[src/hw/rtl/spq_pkg.sv]
// shared types and constants for the sorted priority queue
package spq_pkg;

	localparam int DATA_W = 32;
	localparam int STAT_W = 2;

	typedef enum logic [STAT_W-1:0] {
		ST_OK        = 2'd0,
		ST_UNDERFLOW = 2'd1,
		ST_OVERFLOW  = 2'd2
	} status_code_t;

	typedef enum logic [3:0] {
		OP_NONE,
		OP_LOAD,
		OP_PUSH_FIRST,
		OP_PUSH_PRIME,
		OP_SHIFT_MOVE,
		OP_SHIFT_PLACE,
		OP_FILL0,
		OP_POP,
		OP_POP_READ,
		OP_OVF,
		OP_UDF,
		OP_EMIT
	} dp_op_t;

	typedef struct packed {
		logic mode;
		logic empty;
		logic full;
		logic one;
		logic ge;
		logic ptr_zero;
		logic out_free;
	} dp_status_t;

endpackage

[src/hw/rtl/spq_ram.sv]
// generic single-write, single-read ram with registered read data
module spq_ram #(
	parameter int WIDTH = 32,
	parameter int DEPTH = 16
) (
	input  logic                     clk,
	input  logic                     wr_en,
	input  logic [$clog2(DEPTH)-1:0] wr_addr,
	input  logic [WIDTH-1:0]         wr_data,
	input  logic [$clog2(DEPTH)-1:0] rd_addr,
	output logic [WIDTH-1:0]         rd_data
);

	logic [WIDTH-1:0] mem_q [DEPTH];

	always_ff @(posedge clk) begin
		if (wr_en) begin
			mem_q[wr_addr] <= wr_data;
		end
		rd_data <= mem_q[rd_addr];
	end

endmodule

[src/hw/rtl/spq_ctrl.sv]
// controller state machine sequencing push, pop and result delivery
module spq_ctrl
	import spq_pkg::*;
(
	input  logic       clk,
	input  logic       arst_n,
	input  logic       req_valid,
	output logic       req_ready,
	input  dp_status_t sts,
	output dp_op_t     op
);

	typedef enum logic [2:0] {
		S_IDLE,
		S_EXEC,
		S_SHIFT,
		S_FILL0,
		S_POPRD,
		S_DONE
	} state_t;

	state_t state_q;
	state_t state_d;

	assign req_ready = (state_q == S_IDLE);

	always_comb begin
		op      = OP_NONE;
		state_d = state_q;
		case (state_q)
			S_IDLE: begin
				if (req_valid) begin
					op      = OP_LOAD;
					state_d = S_EXEC;
				end
			end
			S_EXEC: begin
				if (!sts.mode) begin
					if (sts.full) begin
						op      = OP_OVF;
						state_d = S_DONE;
					end else if (sts.empty) begin
						op      = OP_PUSH_FIRST;
						state_d = S_DONE;
					end else begin
						op      = OP_PUSH_PRIME;
						state_d = S_SHIFT;
					end
				end else begin
					if (sts.empty) begin
						op      = OP_UDF;
						state_d = S_DONE;
					end else begin
						op      = OP_POP;
						state_d = sts.one ? S_DONE : S_POPRD;
					end
				end
			end
			S_SHIFT: begin
				if (sts.ge) begin
					op      = OP_SHIFT_MOVE;
					state_d = sts.ptr_zero ? S_FILL0 : S_SHIFT;
				end else begin
					op      = OP_SHIFT_PLACE;
					state_d = S_DONE;
				end
			end
			S_FILL0: begin
				op      = OP_FILL0;
				state_d = S_DONE;
			end
			S_POPRD: begin
				op      = OP_POP_READ;
				state_d = S_DONE;
			end
			S_DONE: begin
				if (sts.out_free) begin
					op      = OP_EMIT;
					state_d = S_IDLE;
				end
			end
			default: begin
				state_d = S_IDLE;
			end
		endcase
	end

	always_ff @(posedge clk or negedge arst_n) begin
		if (!arst_n) begin
			state_q <= S_IDLE;
		end else begin
			state_q <= state_d;
		end
	end

endmodule

[src/hw/rtl/spq_dp.sv]
// datapath: entry memory, count, top register, scan pointer and result register
module spq_dp
	import spq_pkg::*;
#(
	parameter int CAPACITY = 16
) (
	input  logic              clk,
	input  logic              arst_n,
	input  dp_op_t            op,
	output dp_status_t        sts,
	input  logic              req_mode,
	input  logic [DATA_W-1:0] req_value,
	output logic              out_valid,
	input  logic              out_ready,
	output logic [DATA_W-1:0] out_top,
	output logic              out_empty,
	output logic [STAT_W-1:0] out_status
);

	localparam int AW = $clog2(CAPACITY);
	localparam int CW = $clog2(CAPACITY + 1);

	logic [CW-1:0]            count_q;
	logic signed [DATA_W-1:0] top_q;
	logic signed [DATA_W-1:0] val_q;
	logic                     mode_q;
	status_code_t             status_q;
	logic [AW-1:0]            ptr_q;
	logic                     out_valid_q;
	logic [DATA_W-1:0]        out_top_q;
	logic                     out_empty_q;
	logic [STAT_W-1:0]        out_status_q;

	logic [CW-1:0]            cnt_m1;
	logic [CW-1:0]            cnt_m2;
	logic [AW-1:0]            ptr_p1;
	logic [AW-1:0]            ptr_m1;
	logic                     wr_en;
	logic [AW-1:0]            wr_addr;
	logic [DATA_W-1:0]        wr_data;
	logic [AW-1:0]            rd_addr;
	logic [DATA_W-1:0]        rd_data;
	logic                     out_free;

	assign cnt_m1   = count_q - CW'(1);
	assign cnt_m2   = count_q - CW'(2);
	assign ptr_p1   = ptr_q + AW'(1);
	assign ptr_m1   = ptr_q - AW'(1);
	assign out_free = !out_valid_q || out_ready;

	always_comb begin
		wr_en   = 1'b0;
		wr_addr = '0;
		wr_data = val_q;
		rd_addr = cnt_m1[AW-1:0];
		case (op)
			OP_PUSH_FIRST: begin
				wr_en = 1'b1;
			end
			OP_SHIFT_MOVE: begin
				wr_en   = 1'b1;
				wr_addr = ptr_p1;
				wr_data = rd_data;
				rd_addr = ptr_m1;
			end
			OP_SHIFT_PLACE: begin
				wr_en   = 1'b1;
				wr_addr = ptr_p1;
			end
			OP_FILL0: begin
				wr_en = 1'b1;
			end
			OP_POP: begin
				rd_addr = cnt_m2[AW-1:0];
			end
			default: begin
				wr_en = 1'b0;
			end
		endcase
	end

	spq_ram #(
		.WIDTH (DATA_W),
		.DEPTH (CAPACITY)
	) u_ram (
		.clk     (clk),
		.wr_en   (wr_en),
		.wr_addr (wr_addr),
		.wr_data (wr_data),
		.rd_addr (rd_addr),
		.rd_data (rd_data)
	);

	always_comb begin
		sts.mode     = mode_q;
		sts.empty    = (count_q == '0);
		sts.full     = (count_q == CW'(CAPACITY));
		sts.one      = (count_q == CW'(1));
		sts.ge       = ($signed(rd_data) >= val_q);
		sts.ptr_zero = (ptr_q == '0);
		sts.out_free = out_free;
	end

	// payload registers
	always_ff @(posedge clk) begin
		case (op)
			OP_LOAD: begin
				mode_q <= req_mode;
				val_q  <= $signed(req_value);
			end
			OP_PUSH_FIRST: begin
				top_q <= val_q;
			end
			OP_PUSH_PRIME: begin
				ptr_q <= cnt_m1[AW-1:0];
				if (val_q > top_q) begin
					top_q <= val_q;
				end
			end
			OP_SHIFT_MOVE: begin
				ptr_q <= ptr_m1;
			end
			OP_POP_READ: begin
				top_q <= $signed(rd_data);
			end
			OP_EMIT: begin
				out_top_q    <= (count_q == '0) ? {DATA_W{1'b1}} : top_q;
				out_empty_q  <= (count_q == '0);
				out_status_q <= status_q;
			end
			default: begin
				ptr_q <= ptr_q;
			end
		endcase
	end

	// control registers
	always_ff @(posedge clk or negedge arst_n) begin
		if (!arst_n) begin
			count_q     <= '0;
			status_q    <= ST_OK;
			out_valid_q <= 1'b0;
		end else begin
			case (op)
				OP_LOAD:       status_q <= ST_OK;
				OP_OVF:        status_q <= ST_OVERFLOW;
				OP_UDF:        status_q <= ST_UNDERFLOW;
				OP_PUSH_FIRST: count_q  <= count_q + CW'(1);
				OP_PUSH_PRIME: count_q  <= count_q + CW'(1);
				OP_POP:        count_q  <= cnt_m1;
				default:       count_q  <= count_q;
			endcase
			if (op == OP_EMIT) begin
				out_valid_q <= 1'b1;
			end else if (out_ready) begin
				out_valid_q <= 1'b0;
			end
		end
	end

	assign out_valid  = out_valid_q;
	assign out_top    = out_top_q;
	assign out_empty  = out_empty_q;
	assign out_status = out_status_q;

endmodule

[src/hw/rtl/sorted_priority_queue.sv]
// sorted max-priority queue top level: controller, datapath and stream ports
// push to an empty queue writes directly; else a ram scan from the top moves up each
// held entry not smaller than the value, then places it; pop reloads the top from ram
// unless one remains; full or empty are rejected; one request at a time, the input
// being registered on acceptance; the next request is taken while the result waits
// reset clears the count, status and result valid; entry ram is not cleared
module sorted_priority_queue
	import spq_pkg::*;
#(
	parameter int CAPACITY = 16
) (
	input  logic        clk,
	input  logic        arst_n,
	input  logic        s_tvalid,
	output logic        s_tready,
	input  logic [31:0] s_tdata,  // value
	input  logic        s_tuser,  // mode
	output logic        m_tvalid,
	input  logic        m_tready,
	output logic [31:0] m_tdata,  // top_value
	output logic [2:0]  m_tuser   // status[1:0], is_empty
);

	dp_op_t     op;
	dp_status_t sts;
	logic       out_empty;
	logic [1:0] out_status;

	spq_ctrl u_ctrl (
		.clk       (clk),
		.arst_n    (arst_n),
		.req_valid (s_tvalid),
		.req_ready (s_tready),
		.sts       (sts),
		.op        (op)
	);

	spq_dp #(
		.CAPACITY (CAPACITY)
	) u_dp (
		.clk        (clk),
		.arst_n     (arst_n),
		.op         (op),
		.sts        (sts),
		.req_mode   (s_tuser),
		.req_value  (s_tdata),
		.out_valid  (m_tvalid),
		.out_ready  (m_tready),
		.out_top    (m_tdata),
		.out_empty  (out_empty),
		.out_status (out_status)
	);

	assign m_tuser = {out_status, out_empty};

endmodule
[config.mk]
export PLATFORM = sky130hd
export DESIGN_NAME = sorted_priority_queue
export DESIGN_NICKNAME = d
export VERILOG_FILES = /design/src/hw/rtl/spq_pkg.sv /design/src/hw/rtl/spq_ram.sv /design/src/hw/rtl/spq_ctrl.sv /design/src/hw/rtl/spq_dp.sv /design/src/hw/rtl/sorted_priority_queue.sv
export SDC_FILE = /design/constraint.sdc
export NUM_CORES = 1
export LEC_CHECK = 0
export ABC_AREA = 1
export ABC_CLOCK_PERIOD_IN_PS = 4300
export BUFFER_PORTS_ARGS = -buffer_cell sky130_fd_sc_hd__buf_2
export CAP_MARGIN = 20
export CORE_UTILIZATION = 25
export CTS_CLUSTER_DIAMETER = 200
export DETAILED_ROUTE_END_ITERATION = 10
export REMOVE_ABC_BUFFERS = 1
export SLEW_MARGIN = 5
export SYNTH_ARGS = -nofsm -noshare
export SYNTH_HDL_FRONTEND = slang
export SYNTH_HIERARCHICAL = 1
export SYNTH_SLANG_ARGS = --single-unit
export TNS_END_PERCENT = 20
[constraint.sdc]
create_clock -name clk -period 4.3 [get_ports clk]
set_clock_uncertainty 0.05 [all_clocks]
set_input_delay 0.86 -clock clk [delete_from_list [all_inputs] [get_ports clk]]
set_output_delay 0.86 -clock clk [all_outputs]
set_load 0.02 [all_outputs]
==> out/metrics.cfg, run 1 <==
[run_status]
outcome = complete, no violations

[yosys]
ys_seq_area_frac = 0.659
netlist_area_mm2 = 0.0295
yosysTopAreaCell = edfxtp_1
yosysWarnings = 6
avgSynthCellArea_um2 = 10.3
synth.top_cell.area_share = 0.627
synth_cell_types = 43
synthCells = 2851
netlist_top_cells_area = edfxtp_1 63%, nand2_1 11%, nand3_1 6.8%, inv_1 6.4%, ha_1 3.1%
synth_seq_cells = 659

[setup_path]
critical_path_required_ps = 4740
worstSetupPathType = reg2reg
cp_top_family = simple AND/OR/NAND/NOR gates
r2r_setup_slack_ps = 190
max_stage_delay_ps = 440
crit_buf_inv = 8
r2r_end = u_dp/u_ram/rd_data[4]$_DFF_P_
setup.worst_path.end_class = register
worstPathMaxFanout = 14
arrival_ps = 4550
r2r-start = u_dp/val_q[15]$_DFFE_PP_
startpoint_type = register
reg2reg_depth = 25
crit_path_top_delay_cell = edfxtp_1

[cells_and_area]
layout_common_cells = 863 x nand2_1, 616 x edfxtp_1, 494 x inv_1, 397 x nand3_1, 104 x buf_4
nFillCells = 11796
regArea_mm2 = 0.0194
diodes = 0
multiInputGateArea_mm2 = 0.00759
final_common_cell = nand2_1
layout-drive-gt1-share = 0.134
final_nets = 3164
area_growth_pct = 22.6
post-route-util = 0.310
final_area_mm2 = 0.0361

[timing]
layout_min_cycle_time_ps = 4110
worstMarginPinSlew_ps = 801
max_freq_mhz = 243
final_max_slew_viol_count = 0
min_period_over_period = 0.956
slew_headroom = 0.466
grt_setup_unrepaired = yes
finalSetupViolCount = 0
setup_slack_ps = 191
hold_viol_final = 0

[run]
drv_cap = 0

[floorplanning]
io_pins = 74
die-width_um = 345
rows = 125
dieArea_mm2 = 0.119
start_util = 0.253
core_mm2 = 0.117
chipHeight_um = 345

[global_routing]
grt_max_degree = 56
grt_pass1_vias = 19768
track_usage = 0.134
antenna_found_initial = 1
grt_pass1_wl_um = 122000
overflow = 0

[placement]
port_buffers = 73
placed_cell_area_mm2 = 0.0332
place.gp.congestion = 0.857
dp_slack_ps = 31.1
hpwl_um = 50900

[clocking]
cts.sinks = 659
cts_tree = done
clk_latency_ps = 630
cts_buffer_depth = 3
numCtsBuffers = 74
clk_pin_slew_worst_paths_ps = 60
root_buffer = clkbuf_16
cts_max_level = 3

[detailed_routing]
drt-total-wl_um = 81500
drc = 0
drtAntennaViolNets = 0
drt_pass1_iterations = 5
drt_iter0_markers = 1783
vias = 20264
viasPerCell = 4.37
routedWlPerCell_um = 17.6

[worst_hold_path]
hold_path_class = in2async

==> area by class of cell <==
class,count,area share
clock buffer,99,0.0587
clock inverter,38,0.0143
inverter,503,0.0528
multi-input combinational,1563,0.210
sequential,659,0.537
tap,1524,0.0528
timing repair buffer,253,0.0740
==> cells by family after synthesis <==
kind of cell / share of synthesized area
and+or+nand+nor: 0.191
xor gates and xnor gates: 0.00208
adders and majority gates: 0.0310
AOI/OAI and AO/OA: 0.0253
DFF: 0.659
buffers and inverters: 0.0920
==> cell usage after synthesis (all sizes together) <==
| cell | n |
|---|---|
| nand2 | 864 |
| edfxtp | 616 |
| inv | 503 |
| nand3 | 398 |
| buf | 106 |
| o21ai | 83 |
| ha | 73 |
| nor2 | 58 |
| a21oi | 38 |
| dfxtp | 32 |
| clkbuf | 20 |
| dfrtp | 11 |
| nand4 | 9 |
| nor3 | 6 |
| xor2 | 5 |
| o221ai | 4 |
| nand3b | 3 |
| o211ai | 3 |
| o21a | 3 |
| or2 | 3 |
| nor3b | 2 |
| xnor2 | 2 |
| a211oi | 1 |
| a21boi | 1 |
| a21o | 1 |
| a221oi | 1 |
| nor4 | 1 |
| nor4b | 1 |
| o21bai | 1 |
| o311ai | 1 |
| o32ai | 1 |
==> worst max path at each step <==
stage                             start                             end  slack (ps)  cells after the start
6_report       u_dp/val_q[15]$_DFFE_PP_   u_dp/u_ram/rd_data[4]$_DFF_P_         190                     25
5_1_grt         u_dp/val_q[1]$_DFFE_PP_  u_dp/u_ram/rd_data[23]$_DFF_P_         -50                     28
4_1_cts        u_dp/val_q[15]$_DFFE_PP_   u_dp/u_ram/rd_data[0]$_DFF_P_         0.4                     24
3_5_place_dp   u_dp/val_q[15]$_DFFE_PP_   u_dp/u_ram/rd_data[0]$_DFF_P_          30                     27
3_3_place_gp   u_dp/val_q[15]$_DFFE_PP_  u_dp/u_ram/rd_data[25]$_DFF_P_          -8                     27
2_1_floorplan  u_dp/val_q[31]$_DFFE_PP_   u_dp/u_ram/rd_data[0]$_DFF_P_      -12820                     24
==> sequential cells by signal, indices dropped and copies added, names as in the netlist <==
signal	flops
u_dp/ptr_q	4
u_dp/out_top	32
u_dp/out_empty	1
u_dp/mode_q	1
u_ctrl/state_q	3
u_dp/out_valid	1
u_dp/top_q	32
u_dp/out_status	2
u_dp/count_q	5
u_dp/val_q	32
u_dp/u_ram/rd_data	32
u_dp/u_ram/mem_q	512
u_dp/status_q	2
==> repair_timing <==
action | CTS | global route
gates resized for setup | 0 | 24
hold buffers | 0 | 0
endpoints found under the setup margin | 0 | 751
buffers inserted | 0 | 7
==> metrics by stage <==
step / hold slack (ps) / setup TNS [ps] / instances
floorplan: 375 / -673970 / 2725
detailed placement: 395 / 0 / 4490
global route: 77.9 / -365 / 4639
global placement: 393 / -7.71 / 4490
finish: 77.1 / 0 / 4639
CTS: 55.7 / 0 / 4627
==> routing by layer <==
layer | up-vias | global-route usage | part of all wire
li1 | 9728 | - | -
met3 | 131 | 0.0235 | 0.082
met5 | - | 0 | 0
met1 | 9636 | 0.189 | 0.44
met2 | 769 | 0.211 | 0.45
met4 | 0 | 0.0374 | 0.022
Power of run 1 is not shown: default switching activity piles up to over one toggle a cycle in this logic, so the estimate is an artifact.
==> inputs of run 2 (changes only) <==
--- a/config.mk
+++ b/config.mk
@@ -9,9 +9,12 @@
 export ABC_CLOCK_PERIOD_IN_PS = 4300
 export BUFFER_PORTS_ARGS = -buffer_cell sky130_fd_sc_hd__buf_2
 export CAP_MARGIN = 20
+export CELL_PAD_IN_SITES_DETAIL_PLACEMENT = 1
+export CELL_PAD_IN_SITES_GLOBAL_PLACEMENT = 1
 export CORE_UTILIZATION = 25
 export CTS_CLUSTER_DIAMETER = 200
 export DETAILED_ROUTE_END_ITERATION = 10
+export PLACE_DENSITY_LB_ADDON = 0.1
 export REMOVE_ABC_BUFFERS = 1
 export SLEW_MARGIN = 5
 export SYNTH_ARGS = -nofsm -noshare
==> run 2 against run 1 <==
Final area is 5.1% higher. Critical path depth is 5 higher. First-iteration DRC count is 33% lower. Critical endpoint is now u_dp/u_ram/rd_data[25]$_DFF_P_. Final cell count is 2.7% higher. Non-clock buffer count is 95 higher. Routed wire length is 31% higher. Count of clock-buffer cells in the layout is 18 higher. Sequential share of layout area is 2.6 points lower.
==> out/metrics.cfg, run 2 (synthesis gave the netlist of run 1 again) <==
[cells_and_area]
area_growth_pct = 28.9  ; was 22.6%
nFillCells = 12901  ; was 11,796
largest_reg_flops = 512  ; unchanged
top_register = u_dp/u_ram/mem_q  ; unchanged
layout_common_cells = 842 x nand2_1, 616 x edfxtp_1, 483 x inv_1, 368 x nand3_1, 158 x buf_4  ; was 863 x nand2_1, 616 x edfxtp_1, 494 x inv_1, 397 x nand3_1, 104 x buf_4
final_nets = 3271  ; was 3,164
layout-drive-gt1-share = 0.183  ; was 0.134
final_area_mm2 = 0.0380  ; was 0.0361 mm^2
final_common_cell = nand2_1  ; unchanged

[setup_path]
r2r_setup_slack_ps = 190  ; about the same
worstPathMaxFanout = 20  ; was 14
crit_path_top_delay_cell = edfxtp_1  ; unchanged
critical_path_required_ps = 4790  ; was 4740 ps
setup.worst_path.end_class = register  ; unchanged
cp_common_cell = nand2_1
reg2reg_depth = 30  ; was 25
max_stage_delay_ps = 370  ; was 440 ps
r2r-start = u_dp/val_q[13]$_DFFE_PP_  ; was u_dp/val_q[15]$_DFFE_PP_
worstSetupPathType = reg2reg  ; unchanged
arrival_ps = 4600  ; was 4550 ps
r2r_end = u_dp/u_ram/rd_data[25]$_DFF_P_  ; was u_dp/u_ram/rd_data[4]$_DFF_P_
startpoint_type = register  ; unchanged

[placement]
port_buffers = 73  ; unchanged
placed_cell_area_mm2 = 0.0338  ; was 0.0332 mm^2
place.gp.congestion = 0.784  ; was 0.857
hpwl_um = 64500  ; was 50,900 um

[detailed_routing]
drt-total-wl_um = 106000  ; was 81,500 um
vias = 21015  ; was 20,264
met1_length_um = 52100  ; was 36,200 um
viasPerCell = 4.41  ; was 4.37
drc = 0  ; unchanged
drt_iter0_markers = 1192  ; was 1,783
drt_pass1_iterations = 5  ; unchanged
top_layer = met4  ; unchanged
dr_wl_met3_um = 3520  ; was 6700 um
dr_wl_met2_um = 48400  ; was 36,800 um
routedWlPerCell_um = 22.4  ; was 17.6 um
drtAntennaViolNets = 0  ; unchanged

[floorplanning]
dieArea_mm2 = 0.119  ; unchanged
rows = 125  ; unchanged
io_pins = 74  ; unchanged
start_util = 0.253  ; unchanged
core_mm2 = 0.117  ; unchanged
chipHeight_um = 345  ; unchanged
die-width_um = 345  ; unchanged

[timing]
worstMarginPinSlew_ps = 585  ; was 801 ps
final_max_slew_viol_count = 0  ; unchanged
min_period_over_period = 0.956  ; about the same
layout_min_cycle_time_ps = 4110  ; about the same
finalSetupViolCount = 0  ; unchanged
hold_viol_final = 0  ; unchanged
max_freq_mhz = 243  ; about the same
grt_setup_unrepaired = yes  ; unchanged
slew_headroom = 0.607  ; was 0.466

[global_routing]
track_usage = 0.173  ; was 0.134
grt_pass1_wl_um = 151000  ; was 122,000 um
overflow = 0  ; unchanged
grt_pass1_vias = 21778  ; was 19,768
antenna_found_initial = 6  ; was 1
grt_max_degree = 62  ; was 56

[run_status]
outcome = complete, no violations  ; unchanged

[clocking]
clk_pin_slew_worst_paths_ps = 60  ; about the same
root_buffer = clkbuf_16  ; unchanged
cts_max_level = 3  ; unchanged
ctsHoldBuffers = 0  ; unchanged
clk_latency_ps = 660  ; was 630 ps
cts_tree = done  ; unchanged
numCtsBuffers = 85  ; was 74
cts_buffer_depth = 3  ; unchanged
cts.sinks = 659  ; unchanged

[run]
drv_cap = 0  ; unchanged

[worst_hold_path]
hold_path_class = in2async  ; unchanged

run 2: routing by layer:
layer  up-vias  track usage
met2       330        0.275
met4         0       0.0538
met3       126       0.0231
met5         -            0
met1     10604        0.243
li1       9955            -
run 2: per-stage QoR:
stage / setup slack [ps] / utilization / setup TNS, ps / cells / hold slack, ps
2_1_floorplan: -12820 / - / -673970 / 2725 / 375
3_3_place_gp: -331 / 0.290 / -131010 / 4547 / 388
3_5_place_dp: -273 / 0.290 / -98460 / 4547 / 406
4_1_cts: 20.9 / 0.317 / 0 / 4719 / 4.74
5_1_grt: -84.4 / 0.326 / -1180 / 4758 / 49.4
6_report: 190 / 0.326 / 0 / 4762 / 39.4
run 2: worst max-delay path by stage:
stage	startpoint	slack (ps)	endpoint	cells after the start
after floorplan	u_dp/val_q[31]$_DFFE_PP_	-12820	u_dp/u_ram/rd_data[0]$_DFF_P_	24
after global placement	u_dp/val_q[1]$_DFFE_PP_	-330	u_dp/u_ram/mem_q[13][11]$_DFFE_PP_	24
after detailed placement	u_dp/val_q[1]$_DFFE_PP_	-270	u_dp/u_ram/mem_q[13][11]$_DFFE_PP_	24
after CTS	u_dp/val_q[31]$_DFFE_PP_	20	u_dp/u_ram/rd_data[28]$_DFF_P_	32
after global routing	u_dp/val_q[14]$_DFFE_PP_	-80	u_dp/u_ram/rd_data[25]$_DFF_P_	30
final	u_dp/val_q[13]$_DFFE_PP_	190	u_dp/u_ram/rd_data[25]$_DFF_P_	30
run 2: repair_timing:
| item | CTS | global route |
|---|---|---|
| setup endpoints to repair | 544 | 544 |
| pin swaps | 4 | 35 |
| buffers inserted | 8 | 19 |
| gates cloned | 4 | 20 |
| gates resized for setup | 20 | 105 |
run 2: critical path: cells and delay by family (launching register included):
kind,cells,cell delay (ps)
compound gates,2,220
fa+ha+maj,1,260
buf+inv,10,1330
flops,1,370
simple gates,17,1750
run 2: final cells by class:
type	instances	area, um^2	area share
clock inverter	43	405	0.0107
inverter	503	1920	0.0506
tap	1524	1910	0.0502
multi-input combinational	1563	7920	0.209
timing repair buffer	348	4000	0.105
sequential	659	19400	0.511
timing repair inverter	1	11.3	0.000296
clock buffer	117	2390	0.0630
antenna	4	10.0	0.000264
Power of run 2 is left out for the same reason.
==> inputs of run 3 (changes only) <==
--- a/config.mk
+++ b/config.mk
@@ -6,7 +6,7 @@
 export NUM_CORES = 1
 export LEC_CHECK = 0
 export ABC_AREA = 1
-export ABC_CLOCK_PERIOD_IN_PS = 4300
+export ABC_CLOCK_PERIOD_IN_PS = 4550
 export BUFFER_PORTS_ARGS = -buffer_cell sky130_fd_sc_hd__buf_2
 export CAP_MARGIN = 20
 export CELL_PAD_IN_SITES_DETAIL_PLACEMENT = 1
@@ -14,6 +14,7 @@
 export CORE_UTILIZATION = 25
 export CTS_CLUSTER_DIAMETER = 200
 export DETAILED_ROUTE_END_ITERATION = 10
+export GPL_TIMING_DRIVEN = 1
 export PLACE_DENSITY_LB_ADDON = 0.1
 export REMOVE_ABC_BUFFERS = 1
 export SLEW_MARGIN = 5
==> constraint.sdc (replaced) <==
create_clock -name clk -period 4.55 [get_ports clk]
set_clock_uncertainty 0.05 [all_clocks]
set_input_delay 0.91 -clock clk [delete_from_list [all_inputs] [get_ports clk]]
set_output_delay 0.91 -clock clk [all_outputs]
set_load 0.02 [all_outputs]
==> run 3 against run 2 <==
Global-route usage shrank 0.43 points. Via count shrank 1.5%. Worst setup slack improved by 120 ps. Core utilization decreased by 1.1 points. Sequential share of layout area up 1.8 points. Maximum frequency down 3.2%. Critical endpoint is now u_dp/u_ram/mem_q[13][0]$_DFFE_PP_.
==> out/metrics.cfg, run 3 (synthesis gave the netlist of run 1 again) <==
[cells_and_area]
largest_reg_flops = 512  ; unchanged
final_common_cell = nand2_1  ; unchanged
area_growth_pct = 24.5  ; was 28.9%
top_register = u_dp/u_ram/mem_q  ; unchanged
final_nets = 3202  ; was 3,271
post-route-util = 0.315  ; was 0.326
layout-drive-gt1-share = 0.142  ; was 0.183
layout_common_cells = 862 x nand2_1, 616 x edfxtp_1, 495 x inv_1, 398 x nand3_1, 124 x buf_4  ; was 842 x nand2_1, 616 x edfxtp_1, 483 x inv_1, 368 x nand3_1, 158 x buf_4

[clocking]
ctsHoldBuffers = 0  ; unchanged
clk_latency_ps = 650  ; was 660 ps
numCtsBuffers = 84  ; was 85
root_buffer = clkbuf_16  ; unchanged
cts_tree = done  ; unchanged
cts_buffer_depth = 3  ; unchanged
clk_pin_slew_worst_paths_ps = 60  ; about the same
cts.sinks = 659  ; unchanged
cts_max_level = 3  ; unchanged

[setup_path]
crit_path_top_delay_cell = edfxtp_1  ; unchanged
startpoint_type = register  ; unchanged
worstSetupPathType = reg2reg  ; unchanged
r2r-start = u_dp/val_q[30]$_DFFE_PP_  ; was u_dp/val_q[13]$_DFFE_PP_
setup.worst_path.end_class = register  ; unchanged
r2r_end = u_dp/u_ram/mem_q[13][0]$_DFFE_PP_  ; was u_dp/u_ram/rd_data[25]$_DFF_P_
max_stage_delay_ps = 380  ; was 370 ps
reg2reg_depth = 25  ; was 30
arrival_ps = 4510  ; was 4600 ps
critical_path_required_ps = 4820  ; was 4790 ps
worstPathMaxFanout = 20  ; unchanged
crit_start = u_dp/val_q[30]$_DFFE_PP_  ; was u_dp/val_q[13]$_DFFE_PP_
r2r_setup_slack_ps = 310  ; was 190 ps

[worst_hold_path]
hold_path_class = in2async  ; unchanged

[detailed_routing]
drtAntennaViolNets = 0  ; unchanged
viasPerCell = 4.42  ; was 4.41
drt_pass1_iterations = 5  ; unchanged
drc = 0  ; unchanged
vias = 20710  ; was 21,015
routedWlPerCell_um = 21.8  ; was 22.4 um
drt_iter0_markers = 1306  ; was 1,192
drt-total-wl_um = 102000  ; was 106,000 um

[timing]
finalSetupViolCount = 0  ; unchanged
grt_setup_unrepaired = yes  ; unchanged
worstMarginPinSlew_ps = 921  ; was 585 ps
max_freq_mhz = 236  ; was 243 MHz
layout_min_cycle_time_ps = 4240  ; was 4110 ps
slew_headroom = 0.386  ; was 0.607
final_max_slew_viol_count = 0  ; unchanged
min_period_over_period = 0.933  ; was 0.956
fin_setup_tns_ps = 0  ; unchanged
hold_viol_final = 0  ; unchanged

[run]
drv_cap = 0  ; unchanged

[global_routing]
grt_pass1_vias = 21314  ; was 21,778
antenna_found_initial = 4  ; was 6
track_usage = 0.169  ; was 0.173
grt_max_degree = 81  ; was 62
overflow = 0  ; unchanged
grt_pass1_wl_um = 147000  ; was 151,000 um

[run_status]
outcome = complete, no violations  ; unchanged

[placement]
hpwl_um = 65300  ; was 64,500 um
place.gp.congestion = 0.774  ; was 0.784
port_buffers = 73  ; unchanged

[floorplanning]
dieArea_mm2 = 0.119  ; unchanged
chipHeight_um = 345  ; unchanged
io_pins = 74  ; unchanged
rows = 125  ; unchanged
die-width_um = 345  ; unchanged
start_util = 0.253  ; unchanged
core_mm2 = 0.117  ; unchanged

## run 3: final cells by class
type | instances | area [um^2]
Antenna cell | 2 | 5.00
Clock buffer | 109 | 2330
Clock inverter | 47 | 528
Fill cell | 12967 | 79800
Inverter | 503 | 1910
Multi-Input combinational cell | 1563 | 7610
Sequential cell | 659 | 19400
Tap cell | 1524 | 1910
Timing Repair Buffer | 281 | 3010
## run 3: worst max path at each step
stage / slack [ps] / end / cells past startpoint
after floorplan: -12570 / u_dp/u_ram/rd_data[0]$_DFF_P_ / 24
after global placement: 70 / u_dp/u_ram/rd_data[31]$_DFF_P_ / 28
after detailed placement: 70 / u_dp/u_ram/rd_data[31]$_DFF_P_ / 27
after CTS: 20 / u_dp/u_ram/rd_data[31]$_DFF_P_ / 27
after global routing: -10 / u_dp/u_ram/rd_data[5]$_DFF_P_ / 30
final: 310 / u_dp/u_ram/mem_q[13][0]$_DFFE_PP_ / 25
## run 3: layer usage
metal	part of all wire	routed length (um)	up-vias	global-route usage
met4	0.017	1750	0	0.0414
met3	0.031	3150	108	0.0210
li1	-	-	9815	-
met2	0.46	46900	291	0.270
met5	0	0	-	0
met1	0.49	50300	10496	0.241
## run 3: what timing repair did
item,CTS,global route
setup buffers,0,8
endpoints found under the setup margin,0,544
gates resized for setup,0,20
## run 3: stage by stage
step | setup slack (ps) | instance area (um^2) | hold slack (ps) | cells
6_report | 305 | 36700 | 91.0 | 4688
2_1_floorplan | -12570 | 28700 | 375 | 2725
5_1_grt | -15.0 | 36700 | 85.2 | 4686
3_3_place_gp | 73.3 | 33600 | 393 | 4517
3_5_place_dp | 65.9 | 33600 | 397 | 4517
4_1_cts | 15.1 | 36400 | 49.3 | 4673
## run 3: critical path, delay by kind of cell, from the launching register on
kind | cells | cell delay (ps)
adders and majority gates | 1 | 320
and+or+nand+nor | 13 | 1430
buffers and inverters | 10 | 1410
AOI/OAI and AO/OA | 1 | 260
DFF | 1 | 380
Power of run 3 is left out for the same reason.
